--- config.mk ---
export PLATFORM = sky130hd
export DESIGN_NAME = v3n_sqrt_cell
export DESIGN_NICKNAME = d
export VERILOG_FILES = /design/src/sv/v3n_sqrt_cell.sv
export SDC_FILE = /design/constraint.sdc
export NUM_CORES = 1
export LEC_CHECK = 0
export BUFFER_PORTS_ARGS = -buffer_cell sky130_fd_sc_hd__buf_2
export CORE_MARGIN = 2
export CORE_UTILIZATION = 52
export CTS_BUF_LIST = sky130_fd_sc_hd__clkbuf_8
export DETAILED_ROUTE_END_ITERATION = 10
export GPL_TIMING_DRIVEN = 1
export PLACE_DENSITY = 0.82
export SKIP_CTS_REPAIR_TIMING = 1
export SYNTH_ARGS = -nofsm -noshare
export SYNTH_HDL_FRONTEND = slang
export SYNTH_SLANG_ARGS = --single-unit
export TNS_END_PERCENT = 10
--- constraint.sdc ---
create_clock -name i_clk -period 3.47 [get_ports i_clk]
set_input_delay 0.5205 -clock i_clk [delete_from_list [all_inputs] [get_ports i_clk]]
set_output_delay 0.5205 -clock i_clk [all_outputs]
set_load 0.01 [all_outputs]
--- src/sv/v3n_sqrt_cell.sv ---
// v3n_sqrt_cell: one restoring square root step, registered
// no dependencies
`timescale 1ns / 1ps

module v3n_sqrt_cell #(
    parameter int SW = 36,
    parameter int RW = 18,
    parameter int K  = 0
) (
    input  logic          i_clk,
    input  logic          i_en,
    input  logic [SW-1:0] i_rem,
    input  logic [RW-1:0] i_root,
    output logic [SW-1:0] o_rem,
    output logic [RW-1:0] o_root
);
    // trial (2r + 2^k) << k compared against the remainder
    logic [SW+1:0] w_trial;
    logic [SW-1:0] n_rem;
    logic [RW-1:0] n_root;
    logic [SW-1:0] r_rem;
    logic [RW-1:0] r_root;

    always_comb begin
        w_trial = ({{(SW+2-RW){1'b0}}, i_root} << (K + 1)) | ((SW+2)'(1) << (2 * K));
        n_rem   = i_rem;
        n_root  = i_root;
        if ({2'b00, i_rem} >= w_trial) begin
            n_rem  = i_rem - w_trial[SW-1:0];
            n_root = i_root | (RW'(1) << K);
        end
    end

    always_ff @(posedge i_clk) begin
        if (i_en) begin
            r_rem  <= n_rem;
            r_root <= n_root;
        end
    end

    assign o_rem  = r_rem;
    assign o_root = r_root;
endmodule

==> impl_metrics.ini <==
[drt]
dr.pass1.iters = 4
num_vias = 2638
viasPerCell = 5.319
wl_mm = 6.892
drc = 0
wl_per_cell_um = 13.90
drt_iter0_drc = 66
ant_nets = 0

[final_layout]
finalInstanceArea_um2 = 3974
area_growth_pct = 24.11
drive_above_1_share_pct = 30.88
final_cells = 496
n_antenna_cell = 0
fin_util_pct = 67.12
fin_nets = 496

[yosys]
yosysMostFrequentCell = edfxtp_1
synth.yosys.seq_area_share_pct = 50.64
yosys_warnings = 0
synth_top_area_share_pct = 50.64
synth_area_per_cell_um2 = 10.57
synthArstFlopShare_pct = 0
syn_nets = 379
ys_top_cells_by_area = edfxtp_1 51%, ha_1 7.4%, xnor2_1 7.1%
synth_edf_count = 54
yosysUniqueCellTypes = 44
synth_seq_cells = 54
synth_common_cells = 54 x edfxtp_1, 35 x nand2_1, 26 x o21ai_0, 26 x xnor2_1, 25 x inv_1
synth_area_leader_cell = edfxtp_1
syn_inst = 303
synthesis.area_um2 = 3202
synthFlopType = edfxtp_1

[timing]
fmax_ghz = 0.3290
report.final.hold_viol_count = 0
drv_slew = 0
setup_tns_ps = 0
setup_viol = 0
worst_pin_slew_ps = 614.7
setup_ws_ps = 430.2
slew_headroom_pct = 58.77
period_minus_slack_ps = 3040
finalCritPeriodShare_pct = 87.60
rsz0062_at_grt = false

[critical_path]
critPathLaunchType = input port
max_stage_delay_ps = 450
cp-endpoint = o_rem[26]
critPathTopFamily = compound AO/OA/AOI/OAI gates
cpMaxStageDelayCell = fa_1
endpoint_kind = register
worst-path-max-fanout = 6
crit_start = i_rem[1]
worstPathCellList = buf_2 -> fa_1 -> a21o_1 -> a221o_1 -> a211oi_2 -> nor3_1 -> o31a_1 -> nor4_4 -> nand3_1 -> xnor2_1
required_ps = 3530
path_depth = 10
cp_num_buf_inv = 1
cp.arrival_ps = 3100
crit_type = input port to register

[die]
die_h_um = 82.47
num_io_pins = 110
initial_core_util_pct = 54.08
core_area_um2 = 5921
die_w_um = 82.47
die_area_um2 = 6801
rows = 28

[place]
place_congestion = 0.8667
port_buffers = 109
dp.final_hpwl_mm = 5.533
pre_cts_ws_ps = 102.3
placedInstanceArea_um2 = 3867
place_inst = 488

[clocking]
numClockSinks = 54
cts_buffers = 5
path_clk_slew_ps = 100
cts_tree = done
cts-root-buf = clkbuf_8
cts_buffer_depth = 2
htree_levels = 2

[power]
p_seq_share_pct = 50.4
p_sw_share_pct = 27.15
power_frac_clock_pct = 25.1
p_per_area_nw_per_um2 = 410.5
p_sw_w = 0.0004430
internal_power_w = 0.001188
ir_worst_vdd_v = 0.0002340
comb_power_share_pct = 24.5
p_leak_nw = 1.682

[global_route]
track_usage_pct = 20.78
grt-ovfl-total = 0
grt_pass1_wl_mm = 10.72
grt_pass1_vias = 2478
antenna_found_initial = 0
grt_max_degree = 36

[status]
status = finished, final reports clean

[run]
cap_viol_max_count = 0

[worst_hold_path]
worstHoldPathType = input port to register
## power groups by stage
stage / Combinational (W) / Sequential (W) / Clock (W)
6_report: 0.000400 / 0.000822 / 0.000409
3_5_place_dp: 0.000400 / 0.000837 / 0
2_1_floorplan: 0.000191 / 0.000880 / 0
4_1_cts: 0.000402 / 0.000823 / 0.000419
3_3_place_gp: 0.000391 / 0.000836 / 0
5_1_grt: 0.000445 / 0.000830 / 0.000437
## metal layers
| layer | GRT usage (%) | share of wire (%) |
|---|---|---|
| met5 | 0 | 0 |
| met3 | 4.674 | 6.6 |
| met1 | 24.96 | 43 |
| met2 | 36.05 | 49 |
| met4 | 8.167 | 1.5 |
## flip-flops by register name, summed over array words and instances, names as in the netlist
name	cells
o_rem	36
o_root	18
## placed cells by master, fill, tap and decap left out, types with 2 or more instances in the layout
cell type  netlist  final
a21o_1           3      3
a21oi_1         22     22
buf_2            1    109
buf_4            3      5
clkbuf_8         0      5
edfxtp_1        54     54
ha_1            19     19
inv_1           25     27
nand2_1         35     35
nand2b_1         2      2
nand3_1         10     10
nand3b_1         2      2
nand4_1          6      6
nor2_1          18     18
nor3_1           6      6
nor4_1           4      4
o211ai_1         2      2
o21a_1           3      3
o21ai_0         26     26
o21bai_1         3      3
or3_1            3      3
xnor2_1         26     26
xor2_1           8      8
## worst min path at each step
stage / to / slack [ps] / start / depth (start not counted)
final: o_root[5] / 400 / i_root[5] / 1
after global routing: o_root[6] / 390 / i_root[6] / 1
after global placement: o_root[10] / 710 / i_root[10] / 1
after floorplan: o_root[10] / 620 / i_root[10] / 0
after detailed placement: o_root[1] / 710 / i_root[1] / 1
after CTS: o_root[5] / 390 / i_root[5] / 1
## kinds of logic after synthesis
logic type	Yosys count	synth area share, %
xor gates and xnor gates	34	9.301
buffers and inverters	30	3.907
and+or+nand+nor	93	14.15
DFF	54	50.64
AOI/OAI and AO/OA	71	13.60
muxes	1	0.3517
adders and majority gates	20	8.050
## cell type report
cell class,count,area (um^2)
clock buffer,5,68.82
fill,496,1947
clock inverter,3,37.54
multi-input combinational,219,1455
timing repair buffer,115,603.1
sequential,54,1622
tap,75,93.84
inverter,25,93.84
## stage by stage
step | hold slack (ps) | total power (W)
CTS | 394.9 | 0.001644
detailed placement | 714.0 | 0.001237
global placement | 712.5 | 0.001228
floorplan | 619.4 | 0.001071
finish | 398.7 | 0.001631
global route | 388.8 | 0.001712
Power figures use the tool's default switching activity.
