## src/sv/v3n_div_cell.sv

```systemverilog
// v3n_div_cell: one restoring division step on three numerators, registered
// no dependencies
`timescale 1ns / 1ps

module v3n_div_cell #(
    parameter int NW = 30,
    parameter int DW = 17,
    parameter int K  = 0
) (
    input  logic               i_clk,
    input  logic               i_en,
    input  logic [DW-1:0]      i_den,
    input  logic [2:0][NW-1:0] i_rem,
    input  logic [2:0][NW-1:0] i_quo,
    output logic [DW-1:0]      o_den,
    output logic [2:0][NW-1:0] o_rem,
    output logic [2:0][NW-1:0] o_quo
);
    logic [NW+DW-1:0]   w_sh;
    logic [2:0][NW-1:0] n_rem;
    logic [2:0][NW-1:0] n_quo;
    logic [DW-1:0]      r_den;
    logic [2:0][NW-1:0] r_rem;
    logic [2:0][NW-1:0] r_quo;

    always_comb begin
        w_sh = {{NW{1'b0}}, i_den} << K;
        for (int c = 0; c < 3; c++) begin
            n_rem[c] = i_rem[c];
            n_quo[c] = i_quo[c];
            if ({{DW{1'b0}}, i_rem[c]} >= w_sh) begin
                n_rem[c] = i_rem[c] - w_sh[NW-1:0];
                n_quo[c] = i_quo[c] | (NW'(1) << K);
            end
        end
    end

    always_ff @(posedge i_clk) begin
        if (i_en) begin
            r_den <= i_den;
            r_rem <= n_rem;
            r_quo <= n_quo;
        end
    end

    assign o_den = r_den;
    assign o_rem = r_rem;
    assign o_quo = r_quo;
endmodule
```

## config.mk

```make
export PLATFORM = sky130hd
export DESIGN_NAME = v3n_div_cell
export DESIGN_NICKNAME = d
export VERILOG_FILES = /design/src/sv/v3n_div_cell.sv
export SDC_FILE = /design/constraint.sdc
export NUM_CORES = 1
export LEC_CHECK = 0
export BUFFER_PORTS_ARGS = -buffer_cell sky130_fd_sc_hd__buf_4
export CORE_MARGIN = 2
export CORE_UTILIZATION = 45
export DETAILED_ROUTE_END_ITERATION = 7
export PLACE_DENSITY = 0.74
export SYNTH_ARGS = -nofsm -noshare
export SYNTH_HDL_FRONTEND = slang
export SYNTH_SLANG_ARGS = --single-unit
```

## constraint.sdc

```tcl
create_clock -name i_clk -period 5.6 [get_ports i_clk]
set_input_delay 1.4 -clock i_clk [delete_from_list [all_inputs] [get_ports i_clk]]
set_output_delay 1.4 -clock i_clk [all_outputs]
set_load 0.01 [all_outputs]
```

==> results of run 1 <==
==> metal layers <==
layer,global-route usage,routed length (um),vias to the layer above
met1,0.3118,12470,4134
li1,-,-,4080
met3,0.05738,2325,46
met4,0.09039,913,2
met5,0,11,-
met2,0.4425,15810,349
==> report_power, final <==
group	internal (mW)	switching, mW	total [mW]	leakage (nW)
Combinational	0.441	0.480	0.922	3.71
Sequential	1.80	0.0437	1.85	1.93
Clock	0.623	0.665	1.29	0.300
Total	2.87	1.19	4.06	5.94
==> logic make-up after synthesis <==
logic type / Yosys count / share of synthesized area
buffers and inverters: 58 / 0.02398
AOI/OAI and AO/OA: 212 / 0.1317
xor gates and xnor gates: 70 / 0.05965
and+or+nand+nor: 268 / 0.1346
DFF: 197 / 0.5756
muxes: 6 / 0.006452
adders and majority gates: 54 / 0.06793
==> layout by cell type (no fill, tap or decap), types with 10 or more instances in the layout <==
cell       netlist  routed
clkbuf_16        0      17
edfxtp_1       197     197
buf_4            0     400
a21oi_1         70      70
a21o_1          16      16
inv_1           35      35
nand4_1         15      15
o21ai_0         42      42
o31ai_1         12      12
o21a_1          13      13
nor2_1          66      66
nand3_1         20      20
ha_1            51      51
nor4_1          16      16
nand2_1         60      60
xor2_1          28      28
nor3_1          19      19
nand2b_1        10      10
xnor2_1         42      42
==> cells in the mapped netlist, types with 15 or more instances <==
| library cell | count |
|---|---|
| inv_1 | 35 |
| xnor2_1 | 42 |
| a21oi_1 | 70 |
| nand2_1 | 60 |
| nand4_1 | 15 |
| nor3_1 | 19 |
| edfxtp_1 | 197 |
| ha_1 | 51 |
| nor4_1 | 16 |
| a21o_1 | 16 |
| xor2_1 | 28 |
| nor2_1 | 66 |
| o21ai_0 | 42 |
| nand3_1 | 20 |
==> worst max path at each step <==
stage / to / cells past startpoint / startpoint / slack (ns)
2_1_floorplan: o_rem[85] / 11 / i_den[15] / 1.93
3_3_place_gp: o_rem[77] / 11 / i_den[15] / 1.26
3_5_place_dp: o_rem[77] / 11 / i_den[15] / 1.15
4_1_cts: o_rem[77] / 11 / i_den[15] / 1.63
5_1_grt: o_rem[77] / 11 / i_den[15] / 1.34
6_report: o_rem[77] / 11 / i_den[15] / 1.58
==> registers in the layout (all words and copies together) (netlist names) <==
| register | cells |
|---|---|
| o_den | 17 |
| o_quo | 90 |
| o_rem | 90 |
==> metrics by stage <==
step	setup WS [ns]	hold WS (ns)	instance area [sq um]
floorplan	1.926	1.499	10280
global placement	1.257	1.578	13540
detailed placement	1.154	1.579	13540
CTS	1.627	1.098	14170
global route	1.343	1.097	14170
finish	1.576	1.114	14170
==> final cells by class <==
cell class / count / area, sq um / share of cell area
sequential: 197 / 5916 / 0.4176
multi-input combinational: 610 / 4115 / 0.2905
timing repair buffer: 401 / 3017 / 0.2129
clock buffer: 17 / 425.4 / 0.03003
tap: 285 / 356.6 / 0.02517
clock inverter: 15 / 205.2 / 0.01449
inverter: 35 / 131.4 / 0.009274
==> metrics, run 1 <==
layout cells sized above 1=0.3569; top cell type's share of synthesized area=0.5756; post-CTS sizing=0; Post-DP HPWL=24,620 um; Post-synth EDFFs=197; Power Total=4.057 mW; # rows=55; htree depth=4; Pleak=5.944 nW; Die Height=155.1 um; hold path depth=1; CP max-delay cell=a21boi_4; crit end category=register; CP peak stage delay=0.60 ns; f_max=248.5 MHz; Antenna Cells=0; vias in the first global route=7,989; DRC Markers=0; gr usage total=0.2544; Synth async-reset ratio=0; pin count of the biggest net entering global routing=104; Detail Route Antenna Nets=0; Final #Nets=1,515; CTS tree=built; fin cells=1,560; TNS Setup=0 ns; Synth cell types=63; startpoint types=input port; Seq/Total Area, Yosys=0.5756; DP Cell Count=1,528; status=complete, no violations; initial antenna violation count=1; Post-Syn Area=0.01028 sq mm; synthesized flop and latch total=197; RSZ-0062 raised after global routing=no; postcts setup bufs=0; fin crit share=0.7186; CP bufs+invs=3; Worst Hold Class=in2reg; Post-Syn Instances=865; Worst Path Arrival=4.22 ns; final setup vio count=0; CTS Buffer Depth=2; hold_buf cts=0; drt pass-1 iters=5; die area=0.02406 sq mm; CP Data Required Time=5.80 ns; via count=8,611; sequence of cells on the critical path=buf_4 > inv_1 > ha_1 > a21oi_1 > o21ai_0 > or4_1 > a31oi_1 > a21boi_4 > buf_4 > or4_1 > nand2_1; core box area=0.02250 sq mm; Worst slew margin=0.09930; min-delay src=i_quo[14]; Port-buffer cells=395; fill count=1,825; first-pass GRT wire length=46,210 um; CP max FO=25; Layout area overhead=37.84%; syn avg cell area=11.88 sq um; min Tclk post-route=4.024 ns; CP top delay family=compound AO/OA/AOI/OAI gates; initial DRC count=750; Worst-path clk slew=0.09 ns; final hold vios=0; Worst Hold End=o_quo[14]; Die W=155.1 um; average vias per placed instance=5.520; TritonCTS Buffers=17; Initial Utilization=0.4567; drt total wl=31,530 um; Ys Warns=0; Post-Syn Nets=1,118; Max Slew Vio Count=0; top area cells in the synthesized netlist=edfxtp_1, ha_1, xnor2_1, a21oi_1, nor2_1; Crit Path Category=in2reg; Max-Cap Viols=0; Core Util, Final=0.6295; total grt overflow=0; area leader, netlist=edfxtp_1; WL/cell=20.21 um; Cell Pwr Density=286.4 mW/mm^2; Least-Margin Pin Slew=1.339 ns; I/O pin count=396; Placer Congestion=0.9125; VDD IR max=0.1765 mV; Root Buffer=clkbuf_16; Num Clock Sinks=197; Post-synth top flop=edfxtp_1
(Power assumes the default switching activity.)
==> run 2, diff against run 1 <==
Settings changed: PLACE_DENSITY 0.74 to 0.77.
Clock period 5.6 ns to 3.45 ns, I/O delays scaled along.
==> run 2 against run 1 <==
Net effect: worst hold slack worse by 0.52 ns; sequential share of layout area is 1.4 points lower; critical path depth is the same; setup slack worse by 1.2 ns; utilization is 2.2 points higher; clock power rose by 66%; combinational power rose by 71%; global-route usage is 1.1 points higher; die area stayed put; wire length rose by 3.8%; flip-flop and latch count is the same; non-clock buffer count up 56; critical endpoint is now o_rem[57]; largest cell class unchanged.
==> metrics, run 2 (synthesis gave the netlist of run 1 again) <==
status=complete, no violations; initial antenna violation count=2; Detail Route Antenna Nets=0; commonest non-fill, non-tap cells in the layout=buf_4, edfxtp_1, a21oi_1, nor2_1, nand2_1; hold_buf cts=0; Worst-path clk slew=0.09 ns; CTS Buffer Depth=2; fin cells=1,618; gr usage total=0.2649; Placer Congestion=0.9137; core box area=0.02250 sq mm; final hold vios=0; Die Height=155.1 um; pin count of the biggest net entering global routing=65; crit end category=register; Multi-input gate area=0.004115 sq mm; Sw Pwr=1.941 mW; Pleak=6.249 nW; Port-buffer cells=395; CTS tree=built; sequential cell area=0.005916 sq mm; # rows=55; initial DRC count=689; fin crit share=0.8843; Setup crit start=i_den[10]; WL/cell=20.24 um; CP max FO=10; CP peak stage delay=0.47 ns; Clk pwr share=0.318; layout cells sized above 1=0.3839; Crit Path Category=in2reg; CP Data Required Time=3.64 ns; f_max=327.8 MHz; sequential fraction of design power=0.446; average vias per placed instance=5.407; htree depth=4; Area after DPL=0.01402 sq mm; DRC Markers=0; CP bufs+invs=3; switch share=0.2888; Num Clock Sinks=197; Layout area overhead=42.71%; min-delay src=i_quo[83]; via count=8,748; Cell Pwr Density=458.2 mW/mm^2; final setup vio count=0; Worst slew margin=0.5680; I/O pin count=396; startpoint types=input port; drt total wl=32,740 um; DP Cell Count=1,584; commonest non-fill, non-tap cell in the layout=buf_4; CP max-delay cell=o21ai_1; Final #Nets=1,571; Max-Cap Viols=0; Root Buffer=clkbuf_16; TritonCTS Buffers=17; vias in the first global route=8,474; total grt overflow=0; Worst Path Arrival=3.25 ns; Post-DP HPWL=26,210 um; die area=0.02406 sq mm; drt pass-1 iters=5; fill count=1,780; first-pass GRT wire length=48,320 um; Least-Margin Pin Slew=0.6421 ns; VDD IR max=0.2949 mV; Worst Hold Class=in2reg; worst hold slack=0.5954 ns; RSZ-0062 raised after global routing=no; Initial Utilization=0.4567; Max Slew Vio Count=0; Comb power frac=0.235; design area=0.01467 sq mm; Internal Power=4.780 mW; CP top delay family=compound AO/OA/AOI/OAI gates; min Tclk post-route=3.051 ns; sequence of cells on the critical path=buf_4 > inv_1 > ha_1 > buf_4 > a21oi_1 > o21ai_0 > a21oi_1 > a21boi_0 > o21ai_1 > nand4_1 > xnor2_1; postcts setup bufs=0; Die W=155.1 um; post-CTS sizing=0
==> run 2: cell types whose count changed in the layout (fill, tap and decap cells not counted), moves of 2 or more <==
cell     change
buf_4       +51
inv_8        +2
buf_12       +5
diode_2      +2
inv_12       -2
==> run 2: cell type report <==
class / instances / share of cell area
well taps: 285 / 0.02431
clock inverters: 15 / 0.01484
repair buffers: 457 / 0.2386
clock buffers: 17 / 0.02901
flip-flops and latches: 197 / 0.4033
inverters: 35 / 0.008957
diodes: 2 / 0.0003412
multi-input cells: 610 / 0.2806
==> run 2: stage by stage <==
stage | power, mW | TNS [ns] | utilization | worst slack (ns)
floorplan | 3.733 | 0 | - | 0.3132
global placement | 4.598 | 0 | 0.6230 | 0.04517
detailed placement | 4.622 | -0.01584 | 0.6230 | -0.01144
CTS | 6.754 | 0 | 0.6515 | 0.4311
global route | 6.983 | 0 | 0.6517 | 0.2067
finish | 6.721 | 0 | 0.6518 | 0.3990
==> run 2: metal layers <==
layer  share of wire  wire length (um)  vias up  track usage
li1                -                 -     4203            -
met1            0.39             12920     4133       0.3238
met2            0.51             16560      364       0.4590
met3           0.067              2183       48      0.05181
met4           0.033              1082        0       0.1124
met5               0                 0        -            0
==> run 2: path summary, 6_finish.rpt <==
| check | depth (start not counted) | to | slack [ns] |
|---|---|---|---|
| worst min-delay path | 1 | o_quo[83] | 0.60 |
| worst max-delay path | 11 | o_rem[57] | 0.40 |
==> run 2: power by group through the flow <==
| stage | combinational, mW | clock (mW) | sequential [mW] |
|---|---|---|---|
| 2_1_floorplan | 0.555 | 0 | 3.18 |
| 3_3_place_gp | 1.55 | 0 | 3.05 |
| 3_5_place_dp | 1.57 | 0 | 3.05 |
| 4_1_cts | 1.58 | 2.17 | 3.00 |
| 5_1_grt | 1.70 | 2.26 | 3.02 |
| 6_report | 1.58 | 2.14 | 3.00 |
==> run 3, diff against run 2 <==
Settings changed: ABC_CLOCK_PERIOD_IN_PS from default to 3450, CORE_UTILIZATION 45 to 30, PLACE_DENSITY 0.77 to default.
==> run 3 against run 2 <==
Net effect: global-route usage shrank 8.0 points; via count grew 0.46%; clock power shrank 2%; critical endpoint is now o_rem[86]; highest routed layer is now met5; clock-buffer cell count is the same; critical path depth grew 1; critical path type unchanged; largest power group unchanged; non-clock buffer count grew 25; utilization shrank 21 points; worst hold slack lost 0.013 ns.
==> metrics, run 3 (synthesis gave the netlist of run 1 again) <==
status=complete, no violations; via count=8,788; layout cells sized above 1=0.3945; Core Util, Final=0.4467; CP max FO=4; Port-buffer cells=395; Worst slew margin=0.6049; initial antenna violation count=2; Comb power frac=0.240; fin crit share=0.8938; pin count of the biggest net entering global routing=62; initial DRC count=436; Max Slew Vio Count=0; I/O pin count=396; Multi-input gate area=0.004115 sq mm; CP bufs+invs=4; drt pass-1 iters=5; vias in the first global route=8,650; startpoint types=input port; Placer Congestion=0.8764; CP dominant cell by count=buf_4; worst hold slack=0.5825 ns; first-pass GRT wire length=49,890 um; Sw Pwr=1.872 mW; drt total wl=33,970 um; sequential cell area=0.005916 sq mm; Worst Hold Class=in2reg; postcts setup bufs=0; Crit Path Category=in2reg; CP top delay family=compound AO/OA/AOI/OAI gates; Final #Nets=1,596; final hold vios=0; TritonCTS Buffers=17; Num Clock Sinks=197; Worst Path Arrival=3.29 ns; CP peak stage delay=0.36 ns; CTS tree=built; f_max=324.3 MHz; final setup vio count=0; switch share=0.2790; fill count=3,114; CP Data Required Time=3.65 ns; CP max-delay cell=ha_1; commonest non-fill, non-tap cell in the layout=buf_4; Detail Route Antenna Nets=0; Least-Margin Pin Slew=0.5887 ns; average vias per placed instance=4.869; Layout area overhead=46.10%; gr usage total=0.1850; DRC Markers=0; RSZ-0062 raised after global routing=no; crit end category=register; die area=0.03576 sq mm; TNS Setup=0 ns; Power Total=6.708 mW; Cell Pwr Density=446.7 mW/mm^2; Pleak=6.359 nW; # rows=67; hold_buf cts=0; min Tclk post-route=3.084 ns; htree depth=4; post-route setup slack=0.3663 ns; Clk pwr share=0.312; Max-Cap Viols=0; pre-CTS setup slack=-0.1004 ns; Post-DP HPWL=27,520 um; Internal Power=4.836 mW; CTS Buffer Depth=2; Die W=189.1 um; Worst-path clk slew=0.08 ns; commonest non-fill, non-tap cells in the layout=buf_4, edfxtp_1, a21oi_1, nor2_1, nand2_1; total grt overflow=0; VDD IR max=0.3410 mV; post-CTS sizing=0; Initial Utilization=0.3057; sequential fraction of design power=0.448; Root Buffer=clkbuf_16; core box area=0.03362 sq mm; Die Height=189.1 um; WL/cell=18.82 um; sequence of cells on the critical path=buf_4 > inv_1 > ha_1 > a21oi_1 > nand2_1 > o31ai_1 > a21oi_1 > buf_4 > a211oi_1 > buf_4 > nand4_1 > xnor2_1
==> run 3: cell types whose count changed in the layout (fill, tap and decap cells not counted), sizes merged <==
cell,change
inv,-1
bufinv,+1
diode,-1
buf,+25
==> run 3: per-stage QoR <==
step | cell area (sq um) | instances
floorplan | 10280 | 865
global placement | 14400 | 1772
detailed placement | 14400 | 1772
CTS | 15010 | 1804
global route | 15020 | 1805
finish | 15020 | 1805
==> run 3: final cells by class <==
cell class              count  share of cell area
diodes                      1           0.0001667
clock buffers              17             0.02833
clock inverters            15             0.01267
inverters                  35            0.008749
multi-input cells         610              0.2741
flip-flops and latches    197              0.3940
well taps                 448             0.03733
repair buffers            482              0.2447
==> run 3: power groups by stage <==
stage	clock network (mW)	registers [mW]	logic (mW)
2_1_floorplan	0	3.18	0.555
3_3_place_gp	0	3.06	1.60
3_5_place_dp	0	3.06	1.61
4_1_cts	2.16	3.01	1.62
5_1_grt	2.25	3.03	1.74
6_report	2.10	3.00	1.61
==> run 3: path summary, 6_finish.rpt <==
path	from	end	slack (ns)	depth (start not counted)
worst min-delay path	i_quo[2]	o_quo[2]	0.58	1
worst max-delay path	i_den[13]	o_rem[86]	0.37	12
==> run 3: routing by layer <==
metal,global-route usage,vias to the layer above,wire [um]
met3,0.04096,43,2052
met4,0.07572,2,1087
met1,0.2197,4199,13610
met5,0,-,16
met2,0.3232,302,17200
li1,-,4242,-
